<file path="src/sv/background_color_reply_parser_core_defines.svh">
// ---------------------------------------------------------------------------
// Background color reply parser: assertion macros
// Shared concurrent assertion forms, clocked on clk_i and disabled in reset.
// ---------------------------------------------------------------------------
`ifndef BACKGROUND_COLOR_REPLY_PARSER_CORE_DEFINES_SVH
`define BACKGROUND_COLOR_REPLY_PARSER_CORE_DEFINES_SVH

// Same-cycle implication.
`define BCRP_ASSERT_NOW(label, ante, cons, msg) \
  label: assert property (@(posedge clk_i) disable iff (!rst_ni) (ante) |-> (cons)) \
    else $error(msg);

// Next-cycle implication.
`define BCRP_ASSERT_NEXT(label, ante, cons, msg) \
  label: assert property (@(posedge clk_i) disable iff (!rst_ni) (ante) |=> (cons)) \
    else $error(msg);

`endif

</file>
<file path="src/sv/bcrp_pkg.sv">
// ---------------------------------------------------------------------------
// Background color reply parser package
// Shared types, codes and constants of the parser front, queue and back.
// ---------------------------------------------------------------------------
package bcrp_pkg;

  // Most hex digits accepted in one color field (1 to 4).
  localparam int unsigned MaxDigits = 4;
  localparam int unsigned DigitCntW = 3;

  // Depth of the queue between parser and luma pipeline.
  localparam int unsigned FifoDepth = 2;
  localparam int unsigned FifoPtrW  = (FifoDepth > 1) ? $clog2(FifoDepth) : 1;
  localparam int unsigned FifoCntW  = $clog2(FifoDepth + 1);

  // Q16 luma weights: 0.2126, 0.7152 and 0.0722 of full scale.
  localparam logic [15:0] LumaWeightRed   = 16'd13933;
  localparam logic [15:0] LumaWeightGreen = 16'd46871;
  localparam logic [15:0] LumaWeightBlue  = 16'd4732;

  // Characters of the reply.
  localparam logic [7:0] CharR     = 8'h72;
  localparam logic [7:0] CharG     = 8'h67;
  localparam logic [7:0] CharB     = 8'h62;
  localparam logic [7:0] CharColon = 8'h3A;
  localparam logic [7:0] CharSlash = 8'h2F;
  localparam logic [7:0] CharEsc   = 8'h1B;
  localparam logic [7:0] CharNul   = 8'h00;

  typedef enum logic [8:0] {
    PhS0    = 9'b000000001,
    PhS1    = 9'b000000010,
    PhS2    = 9'b000000100,
    PhS3    = 9'b000001000,
    PhRed   = 9'b000010000,
    PhGreen = 9'b000100000,
    PhBlue  = 9'b001000000,
    PhDone  = 9'b010000000,
    PhFail  = 9'b100000000
  } bcrp_phase_e;

  typedef enum logic [1:0] {
    ShadeNone  = 2'd0,
    ShadeDark  = 2'd1,
    ShadeLight = 2'd2
  } bcrp_shade_e;

  // One finished reply as handed from the parser to the luma pipeline.
  typedef struct packed {
    logic        done;
    logic [15:0] red;
    logic [15:0] green;
    logic [15:0] blue;
  } bcrp_color_t;

endpackage

</file>
<file path="src/sv/bcrp_front.sv">
// ---------------------------------------------------------------------------
// Background color reply parser: front
// Byte-wise parser that finds "rgb:" and collects three scaled hex fields.
// ---------------------------------------------------------------------------
`include "background_color_reply_parser_core_defines.svh"

module bcrp_front (
  input  logic                 clk_i,
  input  logic                 rst_ni,
  input  logic                 byte_valid_i,
  output logic                 byte_ready_o,
  input  logic [7:0]           reply_byte_i,
  input  logic                 end_of_reply_i,
  input  logic                 space_i,
  output logic                 push_o,
  output bcrp_pkg::bcrp_color_t push_data_o
);

  bcrp_pkg::bcrp_phase_e                phase_q, phase_d;
  logic [15:0]                          acc_q, acc_d;
  logic [bcrp_pkg::DigitCntW-1:0]       cnt_q, cnt_d;
  logic [15:0]                          red_q, red_d;
  logic [15:0]                          green_q, green_d;
  logic [15:0]                          blue_q, blue_d;
  logic                                 fire;
  logic                                 hex_ok;
  logic [3:0]                           hex_val;
  logic [7:0]                           term;
  logic [15:0]                          level;

  function automatic bcrp_pkg::bcrp_phase_e search_next(
    input logic [7:0]            c,
    input logic [7:0]            want,
    input bcrp_pkg::bcrp_phase_e on_match
  );
    if (c == bcrp_pkg::CharNul) begin
      return bcrp_pkg::PhFail;
    end else if (c == want) begin
      return on_match;
    end else if (c == bcrp_pkg::CharR) begin
      return bcrp_pkg::PhS1;
    end
    return bcrp_pkg::PhS0;
  endfunction

  assign byte_ready_o = space_i;
  assign fire         = byte_valid_i && space_i;

  always_comb begin
    hex_ok  = 1'b1;
    hex_val = 4'd0;
    if (reply_byte_i >= 8'h30 && reply_byte_i <= 8'h39) begin
      hex_val = 4'(reply_byte_i - 8'h30);
    end else if (reply_byte_i >= 8'h61 && reply_byte_i <= 8'h66) begin
      hex_val = 4'(reply_byte_i - 8'h57);
    end else if (reply_byte_i >= 8'h41 && reply_byte_i <= 8'h46) begin
      hex_val = 4'(reply_byte_i - 8'h37);
    end else begin
      hex_ok = 1'b0;
    end
  end

  // Left-align an n-digit field into a 16-bit fraction.
  always_comb begin
    case (cnt_q)
      3'd1:    level = {acc_q[3:0], 12'd0};
      3'd2:    level = {acc_q[7:0], 8'd0};
      3'd3:    level = {acc_q[11:0], 4'd0};
      default: level = acc_q;
    endcase
  end

  assign term = (phase_q == bcrp_pkg::PhBlue) ? bcrp_pkg::CharEsc : bcrp_pkg::CharSlash;

  always_comb begin
    phase_d = phase_q;
    acc_d   = acc_q;
    cnt_d   = cnt_q;
    red_d   = red_q;
    green_d = green_q;
    blue_d  = blue_q;
    case (phase_q)
      bcrp_pkg::PhS0: phase_d = search_next(reply_byte_i, bcrp_pkg::CharR, bcrp_pkg::PhS1);
      bcrp_pkg::PhS1: phase_d = search_next(reply_byte_i, bcrp_pkg::CharG, bcrp_pkg::PhS2);
      bcrp_pkg::PhS2: phase_d = search_next(reply_byte_i, bcrp_pkg::CharB, bcrp_pkg::PhS3);
      bcrp_pkg::PhS3: phase_d = search_next(reply_byte_i, bcrp_pkg::CharColon,
                                            bcrp_pkg::PhRed);
      bcrp_pkg::PhRed, bcrp_pkg::PhGreen, bcrp_pkg::PhBlue: begin
        if (hex_ok) begin
          if (cnt_q >= bcrp_pkg::DigitCntW'(bcrp_pkg::MaxDigits)) begin
            phase_d = bcrp_pkg::PhFail;
          end else begin
            acc_d = {acc_q[11:0], hex_val};
            cnt_d = cnt_q + 1'b1;
          end
        end else if (reply_byte_i != term || cnt_q == '0) begin
          phase_d = bcrp_pkg::PhFail;
        end else begin
          acc_d = '0;
          cnt_d = '0;
          if (phase_q == bcrp_pkg::PhRed) begin
            red_d   = level;
            phase_d = bcrp_pkg::PhGreen;
          end else if (phase_q == bcrp_pkg::PhGreen) begin
            green_d = level;
            phase_d = bcrp_pkg::PhBlue;
          end else begin
            blue_d  = level;
            phase_d = bcrp_pkg::PhDone;
          end
        end
      end
      bcrp_pkg::PhDone: phase_d = bcrp_pkg::PhDone;
      default:          phase_d = bcrp_pkg::PhFail;
    endcase
  end

  always_ff @(posedge clk_i or negedge rst_ni) begin
    if (!rst_ni) begin
      phase_q <= bcrp_pkg::PhS0;
      acc_q   <= '0;
      cnt_q   <= '0;
      red_q   <= '0;
      green_q <= '0;
      blue_q  <= '0;
    end else if (fire) begin
      if (end_of_reply_i) begin
        phase_q <= bcrp_pkg::PhS0;
        acc_q   <= '0;
        cnt_q   <= '0;
        red_q   <= '0;
        green_q <= '0;
        blue_q  <= '0;
      end else begin
        phase_q <= phase_d;
        acc_q   <= acc_d;
        cnt_q   <= cnt_d;
        red_q   <= red_d;
        green_q <= green_d;
        blue_q  <= blue_d;
      end
    end
  end

  assign push_o            = fire && end_of_reply_i;
  assign push_data_o.done  = (phase_d == bcrp_pkg::PhDone);
  assign push_data_o.red   = red_d;
  assign push_data_o.green = green_d;
  assign push_data_o.blue  = blue_d;

  `BCRP_ASSERT_NEXT(a_reply_end_rearms, fire && end_of_reply_i,
    phase_q == bcrp_pkg::PhS0 && cnt_q == '0, "parser did not rearm after the last byte")
  `BCRP_ASSERT_NOW(a_digits_bounded, 1'b1,
    cnt_q <= bcrp_pkg::DigitCntW'(bcrp_pkg::MaxDigits), "digit count beyond the limit")

endmodule

</file>
<file path="src/sv/bcrp_fifo.sv">
// ---------------------------------------------------------------------------
// Background color reply parser: queue
// Small register queue that decouples the parser from the luma pipeline.
// ---------------------------------------------------------------------------
`include "background_color_reply_parser_core_defines.svh"

module bcrp_fifo (
  input  logic                  clk_i,
  input  logic                  rst_ni,
  input  logic                  push_i,
  input  bcrp_pkg::bcrp_color_t push_data_i,
  output logic                  space_o,
  input  logic                  pop_i,
  output logic                  valid_o,
  output bcrp_pkg::bcrp_color_t pop_data_o
);

  bcrp_pkg::bcrp_color_t             mem_q [bcrp_pkg::FifoDepth];
  logic [bcrp_pkg::FifoPtrW-1:0]     wr_ptr_q, wr_ptr_d;
  logic [bcrp_pkg::FifoPtrW-1:0]     rd_ptr_q, rd_ptr_d;
  logic [bcrp_pkg::FifoCntW-1:0]     count_q, count_d;
  logic                              do_push;
  logic                              do_pop;

  localparam logic [bcrp_pkg::FifoPtrW-1:0] LastPtr =
    bcrp_pkg::FifoPtrW'(bcrp_pkg::FifoDepth - 1);

  assign space_o    = (count_q != bcrp_pkg::FifoCntW'(bcrp_pkg::FifoDepth));
  assign valid_o    = (count_q != '0);
  assign pop_data_o = mem_q[rd_ptr_q];
  assign do_push    = push_i && space_o;
  assign do_pop     = pop_i && valid_o;

  always_comb begin
    wr_ptr_d = wr_ptr_q;
    rd_ptr_d = rd_ptr_q;
    count_d  = count_q;
    if (do_push) begin
      wr_ptr_d = (wr_ptr_q == LastPtr) ? '0 : wr_ptr_q + 1'b1;
    end
    if (do_pop) begin
      rd_ptr_d = (rd_ptr_q == LastPtr) ? '0 : rd_ptr_q + 1'b1;
    end
    if (do_push && !do_pop) begin
      count_d = count_q + 1'b1;
    end else if (do_pop && !do_push) begin
      count_d = count_q - 1'b1;
    end
  end

  always_ff @(posedge clk_i or negedge rst_ni) begin
    if (!rst_ni) begin
      wr_ptr_q <= '0;
      rd_ptr_q <= '0;
      count_q  <= '0;
    end else begin
      wr_ptr_q <= wr_ptr_d;
      rd_ptr_q <= rd_ptr_d;
      count_q  <= count_d;
    end
  end

  always_ff @(posedge clk_i) begin
    if (do_push) begin
      mem_q[wr_ptr_q] <= push_data_i;
    end
  end

  `BCRP_ASSERT_NOW(a_push_has_room, push_i, space_o, "push into a full queue")

endmodule

</file>
<file path="src/sv/bcrp_back.sv">
// ---------------------------------------------------------------------------
// Background color reply parser: back
// Two-stage luma pipeline: weighted products, then sum, threshold and output.
// ---------------------------------------------------------------------------
`include "background_color_reply_parser_core_defines.svh"

module bcrp_back (
  input  logic                  clk_i,
  input  logic                  rst_ni,
  input  logic                  item_valid_i,
  input  bcrp_pkg::bcrp_color_t item_i,
  output logic                  pop_o,
  output logic                  out_valid_o,
  input  logic                  out_ready_i,
  output bcrp_pkg::bcrp_shade_e out_shade_o,
  output logic [15:0]           out_luma_o
);

  logic                  s1_valid_q;
  logic                  s1_done_q;
  logic [31:0]           prod_r_q, prod_g_q, prod_b_q;
  logic                  out_valid_q;
  bcrp_pkg::bcrp_shade_e shade_q, shade_d;
  logic [15:0]           luma_q, luma_d;
  logic [31:0]           sum;
  logic                  out_take;
  logic                  s1_take;

  assign out_take = !out_valid_q || out_ready_i;
  assign s1_take  = !s1_valid_q || out_take;
  assign pop_o    = s1_take;

  always_ff @(posedge clk_i or negedge rst_ni) begin
    if (!rst_ni) begin
      s1_valid_q <= 1'b0;
    end else if (s1_take) begin
      s1_valid_q <= item_valid_i;
    end
  end

  always_ff @(posedge clk_i) begin
    if (s1_take && item_valid_i) begin
      s1_done_q <= item_i.done;
      prod_r_q  <= 32'(item_i.red)   * 32'(bcrp_pkg::LumaWeightRed);
      prod_g_q  <= 32'(item_i.green) * 32'(bcrp_pkg::LumaWeightGreen);
      prod_b_q  <= 32'(item_i.blue)  * 32'(bcrp_pkg::LumaWeightBlue);
    end
  end

  // The weights add up to one, so the sum stays below 2^32.
  assign sum = prod_r_q + prod_g_q + prod_b_q;

  always_comb begin
    if (s1_done_q) begin
      luma_d  = sum[31:16];
      shade_d = sum[31] ? bcrp_pkg::ShadeLight : bcrp_pkg::ShadeDark;
    end else begin
      luma_d  = '0;
      shade_d = bcrp_pkg::ShadeNone;
    end
  end

  always_ff @(posedge clk_i or negedge rst_ni) begin
    if (!rst_ni) begin
      out_valid_q <= 1'b0;
    end else if (out_take) begin
      out_valid_q <= s1_valid_q;
    end
  end

  always_ff @(posedge clk_i) begin
    if (out_take && s1_valid_q) begin
      luma_q  <= luma_d;
      shade_q <= shade_d;
    end
  end

  assign out_valid_o = out_valid_q;
  assign out_shade_o = shade_q;
  assign out_luma_o  = luma_q;

  `BCRP_ASSERT_NEXT(a_failed_reply_zero, out_take && s1_valid_q && !s1_done_q,
    shade_q == bcrp_pkg::ShadeNone && luma_q == '0, "failed reply gave a nonzero result")
  `BCRP_ASSERT_NOW(a_light_means_half, out_valid_q && shade_q != bcrp_pkg::ShadeNone,
    luma_q[15] == (shade_q == bcrp_pkg::ShadeLight), "shade disagrees with luma")

endmodule

</file>
<file path="src/sv/background_color_reply_parser_core.sv">
// ---------------------------------------------------------------------------
// Background color reply parser core
// Parses a terminal color reply and reports a dark or light background.
// ---------------------------------------------------------------------------
// Bytes of a terminal color reply enter on the slave stream one beat per
// cycle; the parser searches for the first "rgb:" and then reads red and
// green fields ending in '/' and a blue field ending in ESC, each of one to
// four hex digits that are left-aligned into 16-bit fractions. The beat that
// carries tlast ends the reply: it is parsed like any other, the parser
// rearms for the next reply at once, and exactly one result beat follows on
// the master stream. Its tuser is the shade (none, dark or light) and its
// tdata the Q16 luma 0.2126 R + 0.7152 G + 0.0722 B, truncated, which is zero
// when the shade is none; light means luma of at least one half. Any
// malformed, empty or overlong field, a NUL before the color is complete, or
// a reply that ends before blue's ESC gives none, and bytes after the ESC
// are ignored. The parser takes one byte every cycle, limited only by room
// in its two-entry result queue, and each result leaves the luma pipeline
// (a product stage followed by a sum and threshold stage) on the master
// stream. No clearing pass is needed after reset.
// ---------------------------------------------------------------------------

module background_color_reply_parser_core (
  input  logic        clk_i,
  input  logic        rst_ni,
  input  logic        s_axis_tvalid_i,
  output logic        s_axis_tready_o,
  input  logic [7:0]  s_axis_tdata_i,   // [7:0] reply_byte
  input  logic        s_axis_tlast_i,   // end_of_reply
  output logic        m_axis_tvalid_o,
  input  logic        m_axis_tready_i,
  output logic [15:0] m_axis_tdata_o,   // [15:0] luma
  output logic [1:0]  m_axis_tuser_o    // [1:0] shade
);

  logic                  fifo_space;
  logic                  push;
  bcrp_pkg::bcrp_color_t push_data;
  logic                  fifo_valid;
  bcrp_pkg::bcrp_color_t fifo_data;
  logic                  pop;
  bcrp_pkg::bcrp_shade_e shade;

  // Parser: one byte per beat, hands a finished color to the queue.
  bcrp_front u_front (
    .clk_i          (clk_i),
    .rst_ni         (rst_ni),
    .byte_valid_i   (s_axis_tvalid_i),
    .byte_ready_o   (s_axis_tready_o),
    .reply_byte_i   (s_axis_tdata_i),
    .end_of_reply_i (s_axis_tlast_i),
    .space_i        (fifo_space),
    .push_o         (push),
    .push_data_o    (push_data)
  );

  // Queue lets the parser keep taking bytes while a result is stalled.
  bcrp_fifo u_fifo (
    .clk_i       (clk_i),
    .rst_ni      (rst_ni),
    .push_i      (push),
    .push_data_i (push_data),
    .space_o     (fifo_space),
    .pop_i       (pop),
    .valid_o     (fifo_valid),
    .pop_data_o  (fifo_data)
  );

  // Luma pipeline with a registered output beat.
  bcrp_back u_back (
    .clk_i        (clk_i),
    .rst_ni       (rst_ni),
    .item_valid_i (fifo_valid),
    .item_i       (fifo_data),
    .pop_o        (pop),
    .out_valid_o  (m_axis_tvalid_o),
    .out_ready_i  (m_axis_tready_i),
    .out_shade_o  (shade),
    .out_luma_o   (m_axis_tdata_o)
  );

  assign m_axis_tuser_o = shade;

endmodule
</file>
<file path="config.mk">
export PLATFORM = sky130hd
export DESIGN_NAME = background_color_reply_parser_core
export DESIGN_NICKNAME = d
export VERILOG_FILES = /design/src/sv/bcrp_pkg.sv /design/src/sv/bcrp_front.sv /design/src/sv/bcrp_fifo.sv /design/src/sv/bcrp_back.sv /design/src/sv/background_color_reply_parser_core.sv
export VERILOG_INCLUDE_DIRS = /design/src /design/src/sv
export SDC_FILE = /design/constraint.sdc
export NUM_CORES = 1
export LEC_CHECK = 0
export BUFFER_PORTS_ARGS = -buffer_cell sky130_fd_sc_hd__buf_2
export CAP_MARGIN = 20
export CELL_PAD_IN_SITES_DETAIL_PLACEMENT = 1
export CELL_PAD_IN_SITES_GLOBAL_PLACEMENT = 1
export CORE_MARGIN = 1.5
export CORE_UTILIZATION = 52
export DETAILED_ROUTE_END_ITERATION = 10
export PLACE_DENSITY = 0.82
export SYNTH_ARGS = -nofsm -noshare
export SYNTH_HDL_FRONTEND = slang
export SYNTH_HIERARCHICAL = 1
export SYNTH_SLANG_ARGS = --single-unit
</file>
<file path="constraint.sdc">
create_clock -name clk_i -period 6.7 [get_ports clk_i]
set_input_delay 1.34 -clock clk_i [delete_from_list [all_inputs] [get_ports clk_i]]
set_output_delay 1.34 -clock clk_i [all_outputs]
set_load 0.05 [all_outputs]
</file>
**Word level (Yosys, flattened, before mapping)**

Memories as Yosys holds them, arrays and structs flattened.
Cells that the tools add are included.
W data, S select, Z words.

- Register bits after elaboration: 190
- Memories kept: 1
- Word-level logic and storage cells: 155
- Output and inout bits: 20
- Memory bits (writable): 98
- Bits of input ports: 13

Memory list:

| name | words | width | rd ports | clocked after memory_dff | wr ports | line | source |
|---|---|---|---|---|---|---|---|
| u_fifo.mem_q | 2 | 49 | 1 | 0 | 1 | bcrp_fifo.sv:18 | `bcrp_pkg::bcrp_color_t mem_q [bcrp_pkg::FifoDepth];` |

- Add/sub/neg operators: 10
- Equality and inequality tests: 20
- $mul: 3
- Muxes and demuxes: 73
- Order comparisons: 7
- Reduce and logical (&&, ||, !) cells: 24

Operator list:

| cell | number |
|---|---|
| $mux W16 | 22 |
| $mux W9 | 17 |
| $pmux W9 S6 | 1 |
| $pmux W16 S3 | 1 |
| $add A30 B32 Y32 | 1 |
| $add A32 B29 Y32 | 1 |
| $mul A16 B16 Y32 const B | 1 |
| $mul A16 B14 Y30 const B | 1 |
| $mul A16 B11 Y27 const B | 1 |
| $eq A8 B7 Y1 const B | 3 |
| $mux W1 | 19 |
| $eq A9 B8 Y1 const B | 2 |
| $ge A8 B7 Y1 const B | 2 |
| $le A8 B7 Y1 const B | 2 |
| $mux W3 | 5 |
| $mux W4 | 3 |
| $logic_and A1 B1 Y1 | 10 |
| $eq A9 B1 Y1 const B | 1 |
| $eq A9 B2 Y1 const B | 1 |
| $eq A9 B3 Y1 const B | 1 |
| $eq A9 B4 Y1 const B | 1 |
| $eq A9 B5 Y1 const B | 1 |
| $eq A9 B6 Y1 const B | 1 |
| $eq A9 B7 Y1 const B | 1 |
| other kinds (26) | 38 |

**Logic depth before layout (Yosys ltp)**

Gate-level depths: netlist of run 1.

- Depth after elaboration: 9
- Gate-level depth with buffers: 25
- Mapped depth without buffers: 23

**Hierarchy**

The synthesis of run 1 kept the hierarchy.

By module, submodules not included:

| module | area an instance (um^2) | instances | seq. area each (um^2) | cells each |
|---|---|---|---|---|
| bcrp_back | 18230.0 | 1 | 3263.1 | 1692 |
| bcrp_front | 4687.0 | 1 | 1903.1 | 529 |
| bcrp_fifo | 3983.8 | 1 | 3042.9 | 171 |

**Worst setup path after synthesis of run 1**

No wires, ideal clock.

- Kind: reg2reg
- From: register u_fifo.rd_ptr_q
- To: register u_back.prod_g_q[30], data pin
- Setup time: 0.262 ns
- Cell stages (with the launch flop): 22
- Data required time: 6.438 ns
- Arrival: 5.811 ns
- Clock period less this slack: 6.073 ns
- Slack: 0.627 ns
- Buffers on the path: 2
- Path through: dfrtp_1 > buf_6 > buf_12 > mux2_4 > ha_1 > inv_1 > fa_1 > inv_1 > fa_1 > fa_1 > fa_1 > inv_1 > fa_1 > inv_1 > ha_1 > a21o_1 > or3_1 > a211oi_2 > o32ai_2 > a221oi_2 > o21ai_1 > xor2_1

RTL lines:

| element | line | source |
|---|---|---|
| from (decl) | bcrp_fifo.sv:20 | `logic [bcrp_pkg::FifoPtrW-1:0] rd_ptr_q, rd_ptr_d;` |
| from (signal assigned) | bcrp_fifo.sv:58 | `rd_ptr_q <= rd_ptr_d;` |
| to (signal assigned) | bcrp_back.sv:45 | `prod_g_q <= 32'(item_i.green) * 32'(bcrp_pkg::LumaWeightGreen);` |
| to (decl) | bcrp_back.sv:21 | `logic [31:0] prod_r_q, prod_g_q, prod_b_q;` |

==> results of run 1 <==
flip-flops by register name (all words and copies together) (netlist names):
register and cells:
u_back/out_luma_o 15, u_back/out_shade_o 2, u_back/out_valid_o 1, u_back/prod_b_q 27, u_back/prod_g_q 32, u_back/prod_r_q 30, u_back/s1_done_q 1, u_back/s1_valid_q 1
u_fifo/count_q 2, u_fifo/mem_q 98, u_fifo/rd_ptr_q 1, u_fifo/wr_ptr_q 1, u_front/acc_q 16, u_front/blue_q 16, u_front/cnt_q 3, u_front/green_q 16
u_front/phase_q 9, u_front/red_q 16
stage by stage:
| stage | std cells | hold slack (ns) | area, um2 | setup slack, ns | util (%) |
|---|---|---|---|---|---|
| finish | 3133 | 0.483 | 29000 | 0.283 | 56.6 |
| global route | 3133 | 0.506 | 29000 | -0.00615 | 56.6 |
| CTS | 3129 | 0.490 | 28900 | 0.150 | 56.5 |
| detailed placement | 3065 | 0.476 | 27700 | 0.184 | 54.2 |
| global placement | 3065 | 0.461 | 27700 | 0.295 | 54.2 |
| floorplan | 2392 | 0.449 | 26900 | 0.627 | - |
final cells by class:
class                           instances  area, um2
Clock buffer                           45        945
Clock inverter                         19        229
Fill cell                            5372      22200
Inverter                              437       1640
Multi-Input combinational cell       1614      16800
Sequential cell                       287       8210
Tap cell                              680        851
Timing Repair Buffer                   51        330
metal layers:
metal	wire length, um	vias up
li1	-	8201
met1	28700	9101
met2	34500	294
met3	1800	112
met4	2660	0
met5	0	-
how the worst max path moves through the flow:
stage,slack (ns),cells after the start,endpoint,startpoint
floorplan,0.63,21,u_back/prod_g_q[30]$_DFFE_PP_,u_fifo/rd_ptr_q$_DFFE_PN0P_
global placement,0.30,21,u_back/prod_r_q[24]$_DFFE_PP_,u_fifo/rd_ptr_q$_DFFE_PN0P_
detailed placement,0.18,22,u_back/prod_g_q[30]$_DFFE_PP_,u_fifo/rd_ptr_q$_DFFE_PN0P_
CTS,0.15,24,u_back/prod_b_q[25]$_DFFE_PP_,u_fifo/rd_ptr_q$_DFFE_PN0P_
global route,-0.006,22,u_back/prod_g_q[30]$_DFFE_PP_,u_fifo/rd_ptr_q$_DFFE_PN0P_
finish,0.28,20,u_back/prod_g_q[30]$_DFFE_PP_,u_fifo/rd_ptr_q$_DFFE_PN0P_
cell families (layout without fill, tap and decap cells):
kind of cell             Yosys count  in the layout
AO/OA/AOI/OAI                    407            407
XOR/XNOR                         115            115
adder cells (fa/ha/maj)          631            631
buffers and inverters            491            552
flip-flops                       287            287
multiplexers                      77             77
AND/OR/NAND/NOR                  384            384
synthesized netlist by cell type (31+ instances only):
master / count / area share (%)
dfrtp_1: 81 / 7.5
mux2_4: 49 / 2.7
a21oi_1: 66 / 1.2
edfxtp_1: 205 / 23
nor2_1: 84 / 1.2
o21ai_0: 94 / 1.7
clkbuf_1: 32 / 0.45
a21o_1: 56 / 1.6
a22o_1: 31 / 1.0
nand2_1: 143 / 2.0
xnor2_1: 71 / 2.3
ha_1: 367 / 17
inv_1: 437 / 6.1
fa_1: 264 / 20
xor2_1: 44 / 1.4
timing repair:
item	CTS	global route
hold buffers	0	0
setup buffers	0	3
endpoints found under the setup margin	0	14
gates resized for setup	0	5
==> impl_metrics.tcl, run 1 <==
set metrics [dict create \
    final.period_utilization_pct 95.8 \
    worst_clock_skew_ns 0.0335 \
    overflow 0 \
    detail_route.wl_per_cell_um 21.6 \
    critPathTopFamily "adder cells" \
    synth_cells 2392 \
    chipHeight_um 230 \
    ant_diodes 0 \
    whs_path_depth 1 \
    drt_drc 0 \
    syn_to_final_growth_pct 7.73 \
    hold_start "u_back/s1_valid_q$_DFFE_PN0N_" \
    ys_async_sr_fraction_pct 28.6 \
    synth_edf_count 205 \
    tns_ns 0 \
    global_route.usage.met2_pct 47.3 \
    synthesized_area_fraction_occupied_by_ao_oa_aoi_and_oai_cells_pct 10.9 \
    gp_routability_congestion 0.929 \
    min-delay-path-class "flop to flop" \
    worst_margin_slew_ns 1.11 \
    r2r_setup_slack_ns 0.28 \
    leading_cell_types_in_the_layout_fill_and_taps_excluded "inv_1, ha_1, fa_1" \
    placementRows 83 \
    grt_pass1_vias 19900 \
    outcome "finished clean" \
    worst_setup_path_start_kind "flop" \
    post_synth_num_cell_types 99 \
    arithmetic_cell_share_of_the_synthesized_area_counting_full_adders_half_adders_and_majority_gates_pct 36.7 \
    path_class "flop to flop" \
    r2r_endpoint "u_back/prod_g_q[30]$_DFFE_PP_" \
    synth_top_family_by_area "adder cells" \
    post-dp-hpwl_mm 55.1 \
    initialDrtViolationCount 883 \
    worstReg2RegStart "u_fifo/rd_ptr_q$_DFFE_PN0P_" \
    cts.sinks 287 \
    worst_case_hold_path_end_point "u_back/out_valid_o$_DFFE_PN0P_" \
    cp.required_ns 6.99 \
    via_count 17700 \
    clockBufferDepth 3 \
    floorplan.die.width_um 230 \
    worst_ep_arrival_time_ns 6.70 \
    final-hold-violation-count 0 \
    cts_tree "done" \
    synth.cell_area_um2 26900 \
    critical_path_buf_inv_count 5 \
    crit_path_max_incr_delay_ns 0.54 \
    port_buffers 32 \
    first_pass_grt_wire_length_mm 108 \
    register_area_share_after_synthesis_pct 30.5 \
    period_minus_slack_ns 6.42 \
    layout.nets 3070 \
    drive_gt1_share_pct 8.36 \
    crit_path_cell_trace "buf_4 -> mux2_4 -> ha_1 -> inv_1 -> fa_1 -> inv_1 -> fa_1 -> fa_1 -> fa_1 -> inv_1 -> fa_1 -> inv_1 -> ha_1 -> a21o_1 -> or3_1 -> a211oi_2 -> o32ai_2 -> a221oi_4 -> o21ai_1 -> xor2_1" \
    mappedNetlistNets 3036 \
    achievable-frequency_ghz 0.156 \
    syn_area_per_cell_um2 11.2 \
    placeableCoreArea_um2 51200 \
    setup_viol 0 \
    synth_register_bits 287 \
    cp_max_fo 7 \
    synthesis.yosys.warnings 6 \
    grt_start_max_net_pins 55 \
    busiest_layer_in_global_routing "met2" \
    final_max_slew_viol_count 0 \
    use_met1_pct 31.9 \
    htreeDepth 2 \
    ios 33 \
    vias_per_cell 5.65 \
    yosys_most_used_dff "edfxtp_1" \
    drt.antenna.violating_nets 0 \
    grt_setup_unrepaired "yes" \
    grt_util_all_layers_pct 26.2 \
    initial_core_util_pct 52.5 \
    global_routing_met3_resource_utilization_pct 2.67 \
    cts.clk_slew.worst_paths_ns 0.06 \
    post_synth_xor_xnor_area_pct 3.74 \
    worstSkewPairLatency_ns 0.57 \
    endpoint_kind "flop" \
    post_synthesis_share_of_cell_area_spent_on_and_or_nand_and_nor_gates_pct 7.01 \
    reg2reg_depth 20 \
    antenna_found_initial 0 \
    final_common_cell "inv_1" \
    fp.dieArea_um2 53100 \
    wirelength_mm 67.6 \
    critPathSlowestCell "fa_1" \
    cell_repeated_most_along_the_worst_path "fa_1" \
    root_buffer "clkbuf_16" \
    max_slew_margin_pct 26.1 \
    firstDrtPassIters 5 \
    muxShareOfSynthArea_pct 3.80 \
    maxCapViolations 0 \
    tritoncts.num_buffers 35 \
]
Power of run 1 is not shown: default switching activity piles up to over one toggle a cycle in this logic, so the estimate is an artifact.
==> run 2: changes to the inputs <==
REMOVE_ABC_BUFFERS = 1   (was default)
==> impl_metrics.tcl, run 2 (synthesis results as in run 1) <==
set metrics [dict create \
    path_class "flop to flop" \
    floorplan.die.width_um 230 \
    vias_per_cell 5.64 \
    placeableCoreArea_um2 51200 \
    worstSkewPairLatency_ns 0.56 \
    gp_routability_congestion 0.932 \
    post-dp-hpwl_mm 56.3 \
    grt_setup_unrepaired "no" \
    wirelength_mm 69.3 \
    via_count 17700 \
    fp.dieArea_um2 53100 \
    min-delay-path-class "flop to flop" \
    setup_viol 0 \
    worst_ep_arrival_time_ns 6.74 \
    tns_ns 0 \
    firstDrtPassIters 5 \
    critPathSlowestCell "fa_1" \
    cts.sinks 287 \
    syn_to_final_growth_pct 7.48 \
    largest_reg_flops 98 \
    cp_max_fo 24 \
    worst_clock_skew_ns 0.0134 \
    met3_length_mm 1.91 \
    achievable-frequency_ghz 0.155 \
    worst_margin_slew_ns 1.04 \
    ios 33 \
    outcome "finished clean" \
    chipHeight_um 230 \
    placementRows 83 \
    initialDrtViolationCount 874 \
    critPathTopFamily "adder cells" \
    max_slew_margin_pct 29.8 \
    period_minus_slack_ns 6.45 \
    drive_gt1_share_pct 8.19 \
    reg_top3 "u_fifo/mem_q: 98 flops, u_back/prod_g_q: 32 flops, u_back/prod_r_q: 30 flops" \
    cts.clk_slew.worst_paths_ns 0.06 \
    endpoint_kind "flop" \
    cp.required_ns 6.99 \
    maxCapViolations 0 \
    drt.antenna.violating_nets 0 \
    grt_util_all_layers_pct 26.8 \
    port_buffers 32 \
    cell_repeated_most_along_the_worst_path "inv_1" \
    grt_pass1_vias 20200 \
    met2RoutedLength_mm 35.8 \
    cts_tree "done" \
    layout.nets 3071 \
    root_buffer "clkbuf_16" \
    first_pass_grt_wire_length_mm 111 \
    final_common_cell "inv_1" \
    detail_route.wl_per_cell_um 22.1 \
    final.period_utilization_pct 96.2 \
    critical_path_buf_inv_count 8 \
    highest-signal-layer "met4" \
    crit_path_cell_trace "buf_12 -> buf_4 -> mux2_4 -> inv_1 -> fa_1 -> inv_1 -> ha_1 -> inv_1 -> fa_1 -> inv_1 -> ha_1 -> inv_1 -> fa_1 -> inv_1 -> ha_1 -> nor2b_1 -> o21ai_0 -> a21boi_0 -> o21ai_1 -> a21oi_1 -> o211ai_1 -> a21oi_1 -> nor4_1 -> a311o_1" \
    initial_core_util_pct 52.5 \
    largest_register "u_fifo/mem_q" \
    ant_diodes 0 \
    clockBufferDepth 3 \
    worst_setup_path_start_kind "flop" \
    grt_start_max_net_pins 87 \
    tritoncts.num_buffers 34 \
    drt-met1-wl_mm 29.3 \
    antenna_found_initial 0 \
    final-hold-violation-count 0 \
    drt_drc 0 \
    final_max_slew_viol_count 0 \
    overflow 0 \
    leading_cell_types_in_the_layout_fill_and_taps_excluded "inv_1, ha_1, fa_1" \
    htreeDepth 2 \
    crit_path_max_incr_delay_ns 0.54 \
]
-- run 2: cell count changes in the layout (fill, tap and decap cells not counted), sizes merged --
| cell | before | now |
|---|---|---|
| buf | 51 | 53 |
| bufinv | 3 | 2 |
| inv | 439 | 440 |
| clkbuf | 45 | 47 |
| clkinv | 12 | 9 |
| clkinvlp | 2 | 1 |
-- run 2: path summary, 6_finish.rpt --
kind	cells after the start	to	from	slack, ns
max	24	u_back/prod_b_q[21]$_DFFE_PP_	u_fifo/rd_ptr_q$_DFFE_PN0P_	0.25
min	1	u_front/red_q[14]$_DFFE_PN0P_	u_front/red_q[14]$_DFFE_PN0P_	0.49
max reg2reg	24	u_back/prod_b_q[21]$_DFFE_PP_	u_fifo/rd_ptr_q$_DFFE_PN0P_	0.25
min reg2reg	1	u_front/red_q[14]$_DFFE_PN0P_	u_front/red_q[14]$_DFFE_PN0P_	0.49
max in group asynchronous	2	u_fifo/rd_ptr_q$_DFFE_PN0P_	rst_ni	4.91
min in group asynchronous	1	u_front/red_q[4]$_DFFE_PN0P_	rst_ni	0.73
-- run 2: per-stage QoR --
stage	std cells	instance area [um2]	utilization, %	hold WS [ns]	setup slack [ns]
CTS	3131	28900	56.4	0.492	0.235
floorplan	2338	26600	-	0.449	-0.694
global route	3133	28900	56.5	0.494	0.0138
finish	3133	28900	56.5	0.488	0.254
detailed placement	3069	27800	54.2	0.478	0.228
global placement	3069	27800	54.2	0.468	0.441
-- run 2: repair_timing --
item | CTS | global route
hold buffers | 0 | 0
endpoints found under the setup margin | 0 | 2
resized for setup | 0 | 1
setup buffers | 0 | 1
hold endpoints to repair | 0 | 0
-- run 2: cell type report --
cell class                      count  area, um2
Tap cell                          680        851
Sequential cell                   287       8210
Fill cell                        5417      22300
Multi-Input combinational cell   1614      16700
Clock buffer                       47        941
Timing Repair Buffer               53        353
Clock inverter                     15        174
Inverter                          437       1640
-- run 2: worst reg2reg max path, cell delays in order, from the launching register on --
cell and delay, ns:
dfrtp_2 0.39, buf_12 0.22, buf_4 0.29, mux2_4 0.39, inv_1 0.13, fa_1 0.42, inv_1 0.10, ha_1 0.17
inv_1 0.06, fa_1 0.48, inv_1 0.05, ha_1 0.28, inv_1 0.07, fa_1 0.54, inv_1 0.04, ha_1 0.33
nor2b_1 0.17, o21ai_0 0.13, a21boi_0 0.33, o21ai_1 0.17, a21oi_1 0.44, o211ai_1 0.24, a21oi_1 0.30, nor4_1 0.10
a311o_1 0.34
-- run 2: metal layers --
layer / up-vias / GRT usage (%)
met4: 0 / 9.48
met3: 113 / 3.03
met5: - / 0
li1: 8196 / -
met1: 9056 / 32.6
met2: 294 / 49.0
Power of run 2 is left out for the same reason.
==> run 3: changes to the inputs <==
CORE_ASPECT_RATIO = 0.8   (was default)
==> impl_metrics.tcl, run 3 (synthesis results as in run 1) <==
set metrics [dict create \
    tritoncts.num_buffers 31 \
    layout.nets 3064 \
    grt_setup_unrepaired "yes" \
    tns_ns 0 \
    worst_margin_slew_ns 1.02 \
    reg_top3 "u_fifo/mem_q: 98 flops, u_back/prod_g_q: 32 flops, u_back/prod_r_q: 30 flops" \
    max_slew_margin_pct 31.8 \
    cts.clk_slew.worst_paths_ns 0.07 \
    worst_clock_skew_ns 0.0151 \
    drive_gt1_share_pct 8.22 \
    maxCapViolations 0 \
    cts.sinks 287 \
    largest_reg_flops 98 \
    drt.antenna.violating_nets 0 \
    ios 33 \
    period_minus_slack_ns 6.47 \
    crit_path_cell_trace "buf_12 -> mux2_4 -> ha_1 -> inv_1 -> fa_1 -> inv_1 -> fa_1 -> fa_1 -> fa_1 -> inv_1 -> fa_1 -> inv_1 -> ha_1 -> a21o_1 -> or3_1 -> a211oi_2 -> o32ai_2 -> a221oi_2 -> o21ai_1 -> xor2_1" \
    ant_diodes 0 \
    antenna_found_initial 0 \
    initialDrtViolationCount 1061 \
    root_buffer "clkbuf_16" \
    grt_pass1_vias 20200 \
    worst_ep_arrival_time_ns 6.81 \
    fp.dieArea_um2 53100 \
    setup_viol 0 \
    cts_tree "done" \
    via_count 17800 \
    floorplan.die.width_um 257 \
    grt_start_max_net_pins 67 \
    worstSkewPairLatency_ns 0.60 \
    largest_register "u_fifo/mem_q" \
    path_class "flop to flop" \
    final_common_cell "inv_1" \
    cell_repeated_most_along_the_worst_path "fa_1" \
    overflow 0 \
    clockBufferDepth 3 \
    drt_drc 0 \
    min-delay-path-class "flop to flop" \
    final-hold-violation-count 0 \
    grt_util_all_layers_pct 26.5 \
    htreeDepth 1 \
    fillers 5404 \
    cp_max_fo 30 \
    placementRows 74 \
    cp.required_ns 7.04 \
    placeableCoreArea_um2 51100 \
    post-dp-hpwl_mm 55.1 \
    first_pass_grt_wire_length_mm 110 \
    final.period_utilization_pct 96.6 \
    outcome "finished clean" \
    leading_cell_types_in_the_layout_fill_and_taps_excluded "inv_1, ha_1, fa_1" \
    initial_core_util_pct 52.6 \
    achievable-frequency_ghz 0.155 \
    chipHeight_um 206 \
    wirelength_mm 68.7 \
    worst_setup_path_start_kind "flop" \
    gp_routability_congestion 0.932 \
    endpoint_kind "flop" \
    port_buffers 32 \
    critPathSlowestCell "fa_1" \
    vias_per_cell 5.69 \
    firstDrtPassIters 5 \
    detail_route.wl_per_cell_um 21.9 \
    crit_path_max_incr_delay_ns 0.55 \
    syn_to_final_growth_pct 7.33 \
    final_max_slew_viol_count 0 \
]
==> run 3: layout make-up <==
| cell class | count | area, um2 | share of cell area [%] |
|---|---|---|---|
| clock inverter | 23 | 309 | 1.07 |
| inverter | 437 | 1640 | 5.68 |
| sequential | 287 | 8210 | 28.4 |
| clock buffer | 35 | 791 | 2.74 |
| multi-input combinational | 1614 | 16800 | 58.1 |
| tap | 684 | 856 | 2.96 |
| timing repair buffer | 49 | 303 | 1.05 |
==> run 3: repair_timing <==
item                       4_1_cts  5_1_grt
resized for setup                0        5
hold buffers                     0        0
setup endpoints to repair        0        7
setup buffers                    0        1
==> run 3: metrics by stage <==
step | worst slack [ns] | util, % | hold slack (ns) | area [um2] | cells
after CTS | 0.232 | 56.4 | 0.492 | 28800 | 3128
after global routing | -0.0250 | 56.5 | 0.515 | 28900 | 3129
after global placement | 0.407 | 54.3 | 0.465 | 27700 | 3070
after floorplan | -0.694 | - | 0.449 | 26600 | 2338
final | 0.229 | 56.5 | 0.489 | 28900 | 3129
after detailed placement | 0.203 | 54.3 | 0.475 | 27700 | 3070
==> run 3: path summary, 6_finish.rpt <==
kind / startpoint / endpoint / slack, ns / cells past startpoint
min in group asynchronous: rst_ni / u_front/blue_q[4]$_DFFE_PN0P_ / 0.70 / 1
setup reg to reg: u_fifo/rd_ptr_q$_DFFE_PN0P_ / u_back/prod_g_q[30]$_DFFE_PP_ / 0.23 / 20
setup / recovery: u_fifo/rd_ptr_q$_DFFE_PN0P_ / u_back/prod_g_q[30]$_DFFE_PP_ / 0.23 / 20
max in group asynchronous: rst_ni / u_fifo/rd_ptr_q$_DFFE_PN0P_ / 4.88 / 2
hold / removal: u_front/green_q[1]$_DFFE_PN0P_ / u_front/green_q[1]$_DFFE_PN0P_ / 0.49 / 2
hold reg to reg: u_front/green_q[1]$_DFFE_PN0P_ / u_front/green_q[1]$_DFFE_PN0P_ / 0.49 / 2
==> run 3: per-layer routing <==
layer | up-vias | share of wire (%) | track usage [%]
li1 | 8175 | - | -
met1 | 9204 | 45 | 34.5
met2 | 325 | 50 | 47.7
met3 | 102 | 3.2 | 2.96
met4 | 0 | 2.3 | 6.06
met5 | - | 0 | 0
==> run 3: critical path: cells and delay by family, from the launching register on <==
family	cells	cell delay, ns
AO/OA/AOI/OAI	5	1.11
XOR/XNOR	1	0.15
adder cells (fa/ha/maj)	7	3.36
buffers and inverters	5	0.49
flip-flops	1	0.39
multiplexers	1	0.38
AND/OR/NAND/NOR	1	0.32
Power of run 3 is left out for the same reason.
